File: config.mk
export PLATFORM = sky130hd
export DESIGN_NAME = ptt_ctrl
export DESIGN_NICKNAME = d
export VERILOG_FILES = /design/src/sv/ptt_pkg.sv /design/src/sv/ptt_ctrl.sv
export SDC_FILE = /design/constraint.sdc
export NUM_CORES = 1
export LEC_CHECK = 0
export BUFFER_PORTS_ARGS = -buffer_cell sky130_fd_sc_hd__buf_2
export CORE_AREA = 2 2 39 41
export DETAILED_ROUTE_END_ITERATION = 7
export DIE_AREA = 0 0 41 43
export MAX_ROUTING_LAYER = met4
export SETUP_SLACK_MARGIN = 0.1
export SYNTH_ARGS = -nofsm -noshare
export SYNTH_HDL_FRONTEND = slang
export SYNTH_SLANG_ARGS = --single-unit
File: constraint.sdc
create_clock -name clk_i -period 1.5 [get_ports clk_i]
set_input_delay 0.15 -clock clk_i [delete_from_list [all_inputs] [get_ports clk_i]]
set_output_delay 0.15 -clock clk_i [all_outputs]
set_load 0.01 [all_outputs]
File: src/sv/ptt_pkg.sv
//------------------------------------------------------------------------------
// ptt_pkg
// Types and codes shared by the pending transaction table modules.
//------------------------------------------------------------------------------
`default_nettype none

package ptt_pkg;

  typedef enum logic [3:0] {
    ACT_ADD       = 4'd0,
    ACT_GET_ADDR  = 4'd1,
    ACT_CHK_ADDR  = 4'd2,
    ACT_CHK_SEC   = 4'd3,
    ACT_DEL_ADDR  = 4'd4,
    ACT_CHK_TAG   = 4'd5,
    ACT_DEL_TAG   = 4'd6,
    ACT_COUNT     = 4'd7,
    ACT_CLEAR     = 4'd8
  } action_e;

  localparam logic [1:0] ST_OK       = 2'd0;
  localparam logic [1:0] ST_NOTFOUND = 2'd1;
  localparam logic [1:0] ST_FULL     = 2'd2;

  localparam logic [1:0] MODE_SHORT = 2'd2;
  localparam logic [1:0] MODE_EXT   = 2'd3;

  typedef struct packed {
    logic [3:0]  action;
    logic [1:0]  addr_mode;
    logic [63:0] address;
    logic [15:0] packet_tag;
    logic        use_tag;
    logic [7:0]  handle;
    logic [31:0] keep_time;
    logic [31:0] now;
  } in_item_t;

  typedef struct packed {
    logic [1:0]  status;
    logic [15:0] found_tag;
    logic [3:0]  entry_count;
  } out_item_t;

  typedef enum logic [1:0] {
    S_IDLE,
    S_PURGE,
    S_EXEC,
    S_OUT
  } state_e;

  // controller to datapath
  typedef struct packed {
    logic load;
    logic purge;
    logic exec;
  } ctrl_t;

endpackage

`default_nettype wire

File: src/sv/ptt_ctrl.sv
//------------------------------------------------------------------------------
// ptt_ctrl
// Sequencer: load item, optional purge pass, execute, hold result.
//------------------------------------------------------------------------------
`default_nettype none

module ptt_ctrl (
  input  wire                clk_i,
  input  wire                rst_ni,
  input  wire                in_valid_i,
  output logic               in_stall_o,
  input  wire  [3:0]         in_action_i,
  output logic               out_valid_o,
  input  wire                out_stall_i,
  output ptt_pkg::ctrl_t     ctrl_o
);

  ptt_pkg::state_e state_q, state_d;
  logic            purge_q, purge_d;

  always_ff @(posedge clk_i or negedge rst_ni) begin
    if (!rst_ni) begin
      state_q <= ptt_pkg::S_IDLE;
      purge_q <= 1'b0;
    end else begin
      state_q <= state_d;
      purge_q <= purge_d;
    end
  end

  always_comb begin
    state_d = state_q;
    purge_d = purge_q;
    ctrl_o = '0;
    in_stall_o = 1'b1;
    out_valid_o = 1'b0;
    case (state_q)
      ptt_pkg::S_IDLE: begin
        in_stall_o = 1'b0;
        if (in_valid_i) begin
          ctrl_o.load = 1'b1;
          purge_d = (in_action_i == ptt_pkg::ACT_ADD) ||
                    (in_action_i == ptt_pkg::ACT_CHK_ADDR) ||
                    (in_action_i == ptt_pkg::ACT_CHK_TAG) ||
                    (in_action_i == ptt_pkg::ACT_COUNT);
          state_d = ptt_pkg::S_PURGE;
        end
      end
      ptt_pkg::S_PURGE: begin
        ctrl_o.purge = purge_q;
        state_d = ptt_pkg::S_EXEC;
      end
      ptt_pkg::S_EXEC: begin
        ctrl_o.exec = 1'b1;
        state_d = ptt_pkg::S_OUT;
      end
      ptt_pkg::S_OUT: begin
        out_valid_o = 1'b1;
        if (!out_stall_i) state_d = ptt_pkg::S_IDLE;
      end
      default: state_d = ptt_pkg::S_IDLE;
    endcase
  end

endmodule

`default_nettype wire

* Word level (Yosys, flattened, before mapping)
Index checks and enable logic that the tools add are counted.
Storage, ports and cells: bits in registers 3, output and inout bits 5, input port bits 8
Operators by class: reductions and logical operators 7, equality and inequality tests 8, muxes and demuxes 9
Operator list (number):
- $eq A4 B3 Y1 const B | 2
- $pmux W2 S4 | 1
- $mux W1 | 6
- $eq A2 B2 Y1 const B | 2
- $eq A4 B2 Y1 const B | 1
- $logic_not A4 Y1 | 1
- $mux W2 | 2
- $ne A2 B2 Y1 const B | 2
- $reduce_and A2 Y1 | 2
- $logic_or A1 B1 Y1 | 3
- $eq A2 B1 Y1 const B | 1
- $logic_not A2 Y1 | 1

* Logic depth before layout (Yosys ltp)
Gate-level depths: netlist (run 1).
word-level depth 4, depth in mapped cells 5

* Worst setup path before layout (run 1)
Ideal clock, no wire load.
path kind register to register, from register state_q[0], to register state_q[1], arrival time 1.213 ns, cell stages (with the launch flop) 6, data required time 1.375 ns, path slack 0.162 ns, period minus slack after synthesis 1.338 ns, cells stage by stage dfrtp_1 > inv_1 > ha_1 > inv_2 > a2bb2oi_2 > mux2_4
Between the ends: word-level cells in the longest chain between the ends 3, elaborated cells on any way between the ends 8, those cells by class eq/ne (5); mux (1); reduce/logical (2)
Ends and longest elaborated chain:
- from (decl) | line ptt_ctrl.sv:18 | ptt_pkg::state_e state_q, state_d;
- from (signal assigned) | line ptt_ctrl.sv:23 | state_q <= ptt_pkg::S_IDLE;
- from (signal assigned) | line ptt_ctrl.sv:26 | state_q <= state_d;
- $eq A2 B2 Y1 or $logic_not A2 Y1 (tied branches) | line ptt_ctrl.sv:37 | case (state_q)
- $ne A2 B2 Y1 (no source line)
- $reduce_and A2 Y1 (no source line)
Several ways; a longest one is shown, not always the timed one. A chain may end at the register's enable or synchronous reset.

* Worst setup path in the final report (run 1)
Ends and elaborated chain as after synthesis.

==> results.ini, run 1 <==
[sta]
tns_ps=0
finalHoldViolCount=0
setup_viol=0
slew_headroom_pct=85.96
final_max_slew_viol_count=0
rsz0062_at_grt=false
layout_worst_path_cycle_share_pct=90.87
skew_ps=0.5712
clock.fmax_mhz=733.6
post-route-min-period_ps=1363
tightest_slew_ps=208.8

[yosys]
syn_nets=34
netlist.area_leader.share_pct=33.15
synthArstFlopShare_pct=100.0
yosysMostFrequentCell=ha_1
yosysTopAreaCell=dfrtp_1
synth_area_sq_um=226.5
synth_flop_cell=dfrtp_1
yosys_warnings=0
synth_common_cells=5 x ha_1, 3 x dfrtp_1, 3 x inv_1
seq_area_frac_synth_pct=33.15
synthDistinctLibCells=12
syn_avg_cell_area_sq_um=10.78
syn_inst=21
synth_enable_flop_cells=0
ys_ff_latch=3
synth_area_leaders=dfrtp_1 33%, ha_1 28%, a2bb2oi_2 6.6%

[placement]
io_buffers=11
placed_area_sq_um=301.5
place_hpwl_microns=320.3
place.gp.congestion=0.5943

[cells_and_area]
drive_gt1_share_pct=58.97
fin_nets=53
register_area_sq_um=75.07
stdcell_area_sq_um=369.1
multiInputGateArea_sq_um=152.6
n_antenna_cell=0
syn_to_final_growth_pct=62.98
fill_cells=154

[setup_path]
worst_setup_path_end_kind=flop
crit_path_start_kind=flop
cp.required_ps=1610
critPathMaxFanout=3
worstPathArrival_ps=1470
path_class=flop to flop

[cts]
clkLatencyLatePin_ps=230
path_clk_slew_ps=40
cts_buffers=3
cts_sinks=3
root_buffer=clkbuf_4
htree_levels=1
tritoncts=done
clk_path_buf_depth=2

[run_status]
status=complete, no violations

[grt]
grt_max_degree=5
grt_usage_pct=4.948
overflow=0
antenna_found_initial=0
grt_pass1_vias=179
grt_pass1_wl_microns=572

[route]
vias=198
routed_wl_microns=421
drt-vias-per-instance=3.600
ant_nets=0
drt-initial-drc-count=0
drc=0
wl_per_cell_microns=7.655
first_pass_iters=1

[hold_path]
hold_path_class=input pin to flop

[flow_run]
cap_violations=0

[pwr]
p_leak_nw=0.2086
power.density_mw_per_mm2=1970
max-vdd-ir-drop_v=0.0003800

[floorplanning]
die_w_microns=41
initial_core_util_pct=16.37
io_pins=13
die_h_microns=43
coreArea_sq_mm=0.001384
die_area_sq_mm=0.001763
num_rows=14

layout by cell type, fill, tap and decap left out:
master / count
buf_2: 11
ha_1: 4
inv_2: 3
clkbuf_4: 3
dfrtp_1: 3
buf_4: 2
nand2_2: 1
inv_1: 1
and2_1: 1
xor2_1: 1
nand2_1: 1
o31ai_1: 1
nor2_1: 1
a2bb2oi_4: 1
mux2i_1: 1
mux2_4: 1
ha_2: 1
clkbuf_1: 1
dlygate4sd3_1: 1
registers in the layout, indices dropped and copies added, names as in the netlist:
| signal | cells |
|---|---|
| state_q | 2 |
| purge_q | 1 |
layout make-up:
class                      instances  area share [%]
clock buffer                       4           7.119
inverter                           4           4.068
multi-input combinational         14           41.36
sequential                         3           20.34
tap                               16           5.424
timing repair buffer              14           21.69
cells by family after synthesis:
| logic type | after synthesis | share of synthesized area (%) |
|---|---|---|
| AOI/OAI and AO/OA | 2 | 9.944 |
| xor gates and xnor gates | 1 | 3.868 |
| adders and majority gates | 5 | 27.62 |
| buffers and inverters | 4 | 6.628 |
| DFF | 3 | 33.15 |
| muxes | 2 | 11.05 |
| and+or+nand+nor | 4 | 7.736 |
power by group:
| part | total [W] | leakage [nW] | switching [W] | internal [W] |
|---|---|---|---|---|
| combinational | 0.000426 | 0.157 | 0.000193 | 0.000233 |
| sequential | 0.000163 | 0.0366 | 0.0000379 | 0.000125 |
| clock | 0.000139 | 0.0150 | 0.0000390 | 0.0000995 |
| total | 0.000727 | 0.209 | 0.000270 | 0.000457 |
timing repair:
action | 4_1_cts | 5_1_grt
buffers inserted | 0 | 2
endpoints found under the setup margin | 1 | 2
gates resized for setup | 1 | 4
hold buffers | 1 | 0
endpoints found under the hold margin | 3 | 0
worst paths after layout:
check	start	end	slack, ps	cells after the start
worst min register to register	purge_q$_DFFE_PN0P_	purge_q$_DFFE_PN0P_	480	2
worst max register to register	state_q[0]$_DFFE_PN0P_	state_q[1]$_DFFE_PN0P_	140	4
min in group asynchronous	rst_ni	state_q[0]$_DFFE_PN0P_	250	2
worst min-delay path	in_action_i[3]	purge_q$_DFFE_PN0P_	110	2
max in group asynchronous	rst_ni	state_q[1]$_DFFE_PN0P_	1150	2
worst max-delay path	state_q[0]$_DFFE_PN0P_	state_q[1]$_DFFE_PN0P_	140	4
critical path, stage by stage, from the launching register on:
cell,delay (ps)
dfrtp_1,400
buf_4,140
ha_1,220
a2bb2oi_4,170
mux2_4,310
through the flow:
step                      worst slack, ps  utilization [%]  cells   power, W  hold WS (ps)
after floorplan                     162.1                -     21  0.0004108        -145.6
after global placement              123.4            21.79     48  0.0005016        -52.08
after detailed placement            105.1            21.79     48  0.0005067        -54.17
after CTS                           116.9            25.23     53  0.0006859         108.9
after global routing                106.8            26.67     55  0.0007992         115.5
final                               136.9            26.67     55  0.0007273         109.1
layer usage:
metal | global-route usage (%) | routed length, microns | up-vias
li1 | - | - | 103
met1 | 4.207 | 178 | 86
met2 | 8.125 | 208 | 9
met3 | 1.571 | 34 | 0
met4 | 4.000 | 0 | 0
met5 | - | 0 | -
No activity file was read; power rests on OpenSTA's default activity.
==> run 2, diff against run 1 <==
--- a/config.mk
+++ b/config.mk
@@ -10,6 +10,7 @@
 export DETAILED_ROUTE_END_ITERATION = 7
 export DIE_AREA = 0 0 41 43
 export MAX_ROUTING_LAYER = met4
+export PLACE_DENSITY = 0.47
 export SETUP_SLACK_MARGIN = 0.1
 export SYNTH_ARGS = -nofsm -noshare
 export SYNTH_HDL_FRONTEND = slang
==> run 2 against run 1 <==
Effect of this change:
- sequential power about the same
- design area down 2.0%
- via count decreased by 2.0%
- critical path depth up 1
- clock power barely moved
- routed wire length decreased by 2.1%
- critical path type unchanged
==> results.ini, run 2 (same netlist as run 1, synthesis figures left out) <==
[cts]
clk_path_buf_depth=2  ; unchanged
htree_levels=1  ; unchanged
tritoncts=done
root_buffer=clkbuf_4
cts_buffers=3  ; unchanged
clkLatencyLatePin_ps=230  ; about the same
path_clk_slew_ps=40  ; about the same
cts_sinks=3  ; unchanged

[pwr]
switching_share_pct=37.31  ; +0.18 points
p_switching_w=0.0002646  ; -2.0%
power_frac_seq_pct=22.6  ; +0.2 points
intPower_w=0.0004445  ; -2.8%
power.density_mw_per_mm2=1961  ; -0.48%
combPwrFrac_pct=58.2  ; -0.4 points
max-vdd-ir-drop_v=0.0004021  ; +5.8%
p_leak_nw=0.2037  ; -2.3%
p_clk_share_pct=19.3  ; +0.2 points

[setup_path]
crit_path_start_kind=flop
r2r_cells=5  ; +1
cp.required_ps=1610  ; about the same
worst_setup_path_end_kind=flop
worstPathArrival_ps=1430  ; -40 ps
critPathMaxFanout=4  ; +1
path_class=flop to flop

[placement]
io_buffers=11  ; unchanged
placed_area_sq_um=301.5  ; unchanged
place.gp.congestion=0.6434  ; +8.3%
place_hpwl_microns=340.2  ; +6.2%

[route]
ant_nets=0  ; unchanged
drc=0  ; unchanged
drt-vias-per-instance=3.593  ; -0.21%
wl_per_cell_microns=7.630  ; -0.33%
drt-initial-drc-count=2  ; +2
first_pass_iters=2  ; +1
routed_wl_microns=412  ; -2.1%
vias=194  ; -2.0%

[run_status]
status=complete, no violations

[cells_and_area]
register_area_sq_um=75.07  ; unchanged
multiInputGateArea_sq_um=152.6  ; unchanged
n_antenna_cell=0  ; unchanged
layout_commonest_cell=buf_2
regMostFlops=state_q
top_regs=state_q (2), purge_q (1)
fill_cells=152  ; -1.3%
stdcell_area_sq_um=361.6  ; -2.0%
fin_nets=52  ; -1.9%
final_util_pct=26.13  ; -0.54 points
layout_common_cells=11 x buf_2, 4 x ha_1, 3 x inv_2, 3 x clkbuf_4, 3 x dfrtp_1
largest_register_ffs=2  ; unchanged
syn_to_final_growth_pct=59.67
drive_gt1_share_pct=57.89  ; -1.1 points

[grt]
grt_pass1_vias=184  ; +2.8%
grt_max_degree=5  ; unchanged
antenna_found_initial=0  ; unchanged
grt_usage_pct=5.852  ; +0.90 points
overflow=0  ; unchanged
met2_usage_pct=8.750  ; +0.62 points
grt_util_met1_pct=5.431  ; +1.2 points
grt_pass1_wl_microns=662  ; +16%
grt.busiest_layer=met2
grt_util_met3_pct=4.712  ; +3.1 points

[floorplanning]
initial_core_util_pct=16.37  ; unchanged
die_area_sq_mm=0.001763  ; unchanged
io_pins=13  ; unchanged
num_rows=14  ; unchanged
die_w_microns=41  ; unchanged
coreArea_sq_mm=0.001384  ; unchanged
die_h_microns=43  ; unchanged

[sta]
finalHoldViolCount=0  ; unchanged
tns_ps=0  ; unchanged
slew_headroom_pct=86.34  ; +0.38 points
final_max_slew_viol_count=0  ; unchanged
whs_ps=111.0  ; +1.959 ps
clock.fmax_mhz=755.4  ; +3.0%
post-route-min-period_ps=1324  ; -39.20 ps
setup_viol=0  ; unchanged
rsz0062_at_grt=false
skew_ps=3.815  ; +3.244 ps
tightest_slew_ps=203.2  ; -5.606 ps
layout_worst_path_cycle_share_pct=88.26  ; -2.6 points

[flow_run]
cap_violations=0  ; unchanged

[hold_path]
hold_path_class=input pin to flop
hold_depth=2  ; unchanged

-- run 2: cell count changes in the layout (fill, tap and decap cells not counted) --
| cell | delta |
|---|---|
| buf_4 | -1 |
-- run 2: timing repair --
action / in CTS / in global routing
endpoints found under the setup margin: 0 / 3
hold endpoints to repair: 3 / 0
hold buffers: 1 / 0
gates resized for setup: 0 / 5
setup buffers: 0 / 1
-- run 2: per-stage QoR --
| step | instances | power [W] | worst slack, ps |
|---|---|---|---|
| 6_report | 54 | 0.0007091 | 176.1 |
| 5_1_grt | 54 | 0.0007909 | 109.9 |
| 4_1_cts | 53 | 0.0006593 | 106.4 |
| 3_5_place_dp | 48 | 0.0005135 | 112.5 |
| 3_3_place_gp | 48 | 0.0005106 | 96.93 |
| 2_1_floorplan | 21 | 0.0004108 | 162.1 |
-- run 2: final timing paths --
kind / endpoint / slack (ps) / from
min: purge_q$_DFFE_PN0P_ / 110 / in_action_i[3]
max in group asynchronous: state_q[0]$_DFFE_PN0P_ / 1140 / rst_ni
min in group asynchronous: purge_q$_DFFE_PN0P_ / 250 / rst_ni
max: state_q[1]$_DFFE_PN0P_ / 180 / state_q[0]$_DFFE_PN0P_
max reg2reg: state_q[1]$_DFFE_PN0P_ / 180 / state_q[0]$_DFFE_PN0P_
min reg2reg: purge_q$_DFFE_PN0P_ / 480 / purge_q$_DFFE_PN0P_
-- run 2: layout make-up --
| cell class | count | share of cell area [%] |
|---|---|---|
| timing repair buffer | 13 | 20.07 |
| inverter | 4 | 4.152 |
| sequential | 3 | 20.76 |
| clock buffer | 4 | 7.266 |
| multi-input combinational | 14 | 42.21 |
| tap | 16 | 5.536 |
-- run 2: critical path: stages, from the launching register on --
cell and delay, ps:
dfrtp_1 400, inv_2 100, ha_2 200, inv_2 50, a2bb2oi_4 170, mux2_4 290
-- run 2: power by group through the flow --
stage          Combinational [W]  Clock [W]  Sequential, W
3_3_place_gp            0.000346          0       0.000164
4_1_cts                 0.000354   0.000144       0.000162
5_1_grt                 0.000469   0.000153       0.000169
6_report                0.000412   0.000137       0.000160
2_1_floorplan           0.000260          0       0.000150
3_5_place_dp            0.000351          0       0.000163
-- run 2: routing by layer --
metal | routed length [microns] | vias up
met5 | 0 | -
met4 | 0 | 0
met3 | 36 | 0
met2 | 181 | 8
met1 | 194 | 84
li1 | - | 102
==> run 3, diff against run 2 <==
==> config.mk (replaced) <==
export PLATFORM = sky130hd
export DESIGN_NAME = ptt_ctrl
export DESIGN_NICKNAME = d
export VERILOG_FILES = /design/src/sv/ptt_pkg.sv /design/src/sv/ptt_ctrl.sv
export SDC_FILE = /design/constraint.sdc
export NUM_CORES = 1
export LEC_CHECK = 0
export BUFFER_PORTS_ARGS = -buffer_cell sky130_fd_sc_hd__buf_4
export CORE_AREA = 4 4 41 43
export DETAILED_ROUTE_END_ITERATION = 7
export DIE_AREA = 0 0 45 47
export MAX_ROUTING_LAYER = met4
export PLACE_DENSITY = 0.47
export SETUP_SLACK_MARGIN = 0.1
export SYNTH_ARGS = -nofsm -noshare
export SYNTH_HDL_FRONTEND = slang
export SYNTH_SLANG_ARGS = --single-unit
export TNS_END_PERCENT = 20
==> run 3 against run 2 <==
Effect of this change:
- count of clock-buffer cells in the layout stayed put
- critical endpoint unchanged
- die area rose by 20%
- global-route usage decreased by 0.052 points
- power grew 8.2%
- highest routed layer unchanged
- non-clock buffer count up 1
==> results.ini, run 3 (same netlist as run 1, synthesis figures left out) <==
[run_status]
status=complete, no violations

[placement]
place.gp.congestion=0.6576  ; +2.2%
place_hpwl_microns=423.1  ; +24%
io_buffers=11  ; unchanged

[sta]
final_max_slew_viol_count=0  ; unchanged
tns_ps=0  ; unchanged
tightest_slew_ps=207.2  ; +4.032 ps
setup_viol=0  ; unchanged
layout_worst_path_cycle_share_pct=91.00  ; +2.7 points
finalHoldViolCount=0  ; unchanged
slew_headroom_pct=86.07  ; -0.27 points
clock.fmax_mhz=732.6  ; -3.0%
post-route-min-period_ps=1365  ; +41.08 ps
skew_ps=1.333  ; -2.483 ps
rsz0062_at_grt=true

[route]
routed_wl_microns=512  ; +24%
drt-initial-drc-count=1  ; -1
ant_nets=0  ; unchanged
drt-vias-per-instance=3.852  ; +7.2%
vias=208  ; +7.2%
first_pass_iters=2  ; unchanged
wl_per_cell_microns=9.481  ; +24%
drc=0  ; unchanged

[setup_path]
worst_setup_path_end_kind=flop
reg2reg_to=state_q[1]$_DFFE_PN0P_
crit_path_start_kind=flop
path_delay_family=flip-flops
cp_slowest_cell=dfrtp_1
r2r_cells=4  ; -1
crit_chain=buf_4, ha_1, a2bb2oi_4, mux2_4
ff2ff_setup_slack_ps=140  ; -40 ps
cp.required_ps=1620  ; about the same
path_class=flop to flop
critPathMaxFanout=3  ; -1
slowest_delay_ps=400  ; about the same
crit_buf_inv=1  ; -1
worstPathArrival_ps=1480  ; +50 ps
r2r-start=state_q[0]$_DFFE_PN0P_

[cells_and_area]
n_antenna_cell=0  ; unchanged
fill_cells=140  ; -7.9%
drive_gt1_share_pct=53.85  ; -4.0 points
regMostFlops=state_q
top_regs=state_q (2), purge_q (1)
final_util_pct=30.19  ; +4.1 points
layout_commonest_cell=buf_4
syn_to_final_growth_pct=73.48
fin_nets=53  ; +1.9%
largest_register_ffs=2  ; unchanged
layout_common_cells=13 x buf_4, 5 x ha_1, 3 x clkbuf_4, 3 x dfrtp_1

[floorplanning]
num_rows=13  ; -1
initial_core_util_pct=17.40  ; +1.0 points
die_w_microns=45  ; +9.8%
die_area_sq_mm=0.002115  ; +20%
coreArea_sq_mm=0.001301  ; -6.0%
io_pins=13  ; unchanged
die_h_microns=47  ; +9.3%

[grt]
grt_max_degree=5  ; unchanged
grt_pass1_wl_microns=834  ; +26%
overflow=0  ; unchanged
grt_pass1_vias=214  ; +16%
grt_usage_pct=5.801  ; -0.052 points
antenna_found_initial=0  ; unchanged

[cts]
tritoncts=done
htree_levels=1  ; unchanged
clk_path_buf_depth=2  ; unchanged
clkLatencyLatePin_ps=240  ; about the same
cts_buffers=3  ; unchanged
cts_sinks=3  ; unchanged
path_clk_slew_ps=40  ; about the same
root_buffer=clkbuf_4

[hold_path]
holdPathEnd=purge_q$_DFFE_PN0P_
hold_depth=2  ; unchanged
hold_path_class=input pin to flop
hp-start=in_action_i[3]

[pwr]
p_leak_nw=0.2186  ; +7.3%
power.density_mw_per_mm2=1953  ; -0.42%
max-vdd-ir-drop_v=0.0006346  ; +58%

[flow_run]
cap_violations=0  ; unchanged

## run 3: cell types whose count changed in the layout (fill, tap and decap cells not counted), sizes merged
cell,change
buf,+1
## run 3: through the flow
stage               cells  total power, W  worst slack (ps)  hold slack (ps)  instance area (sq um)
floorplan              21       0.0004108             162.1           -145.6                  226.5
global route           54       0.0008395             81.42            113.1                  392.9
CTS                    53       0.0007556             101.3            98.54                  382.9
finish                 54       0.0007672             135.0            101.4                  392.9
global placement       47       0.0005439             117.9           -60.54                  327.8
detailed placement     47       0.0005523             80.47           -57.02                  327.8
## run 3: repair_timing
action | in CTS | in global routing
hold buffers | 1 | 0
setup buffers | 1 | 1
hold endpoints to repair | 3 | 0
endpoints found under the setup margin | 2 | 2
resized for setup | 1 | 2
## run 3: layer usage
layer / global-route usage (%) / wire [microns] / vias up
met1: 6.393 / 217 / 94
li1: - / - / 102
met5: - / 0 / -
met4: 5.263 / 0 / 0
met2: 7.627 / 234 / 12
met3: 2.682 / 59 / 0
## run 3: layout make-up
cell class / instances / area [sq um] / share of cell area (%)
multi-input combinational: 14 / 150.1 / 38.22
inverter: 4 / 15.01 / 3.822
tap: 15 / 18.77 / 4.777
clock buffer: 4 / 26.28 / 6.688
timing repair buffer: 14 / 107.6 / 27.39
sequential: 3 / 75.07 / 19.11
## run 3: how the worst max path moves through the flow
stage,end,startpoint,cells after the start,slack [ps]
6_report,state_q[1]$_DFFE_PN0P_,state_q[0]$_DFFE_PN0P_,4,140
2_1_floorplan,state_q[1]$_DFFE_PN0P_,state_q[0]$_DFFE_PN0P_,5,160
3_3_place_gp,state_q[1]$_DFFE_PN0P_,state_q[0]$_DFFE_PN0P_,5,120
3_5_place_dp,state_q[1]$_DFFE_PN0P_,state_q[1]$_DFFE_PN0P_,5,80
5_1_grt,state_q[1]$_DFFE_PN0P_,state_q[0]$_DFFE_PN0P_,5,80
4_1_cts,ctrl_o[2],state_q[0]$_DFFE_PN0P_,5,100
## run 3: power breakdown
part           leakage, nW  internal (W)  switching, W
registers           0.0366      0.000125     0.0000277
clock network       0.0150     0.0000999     0.0000447
logic                0.167      0.000264      0.000206
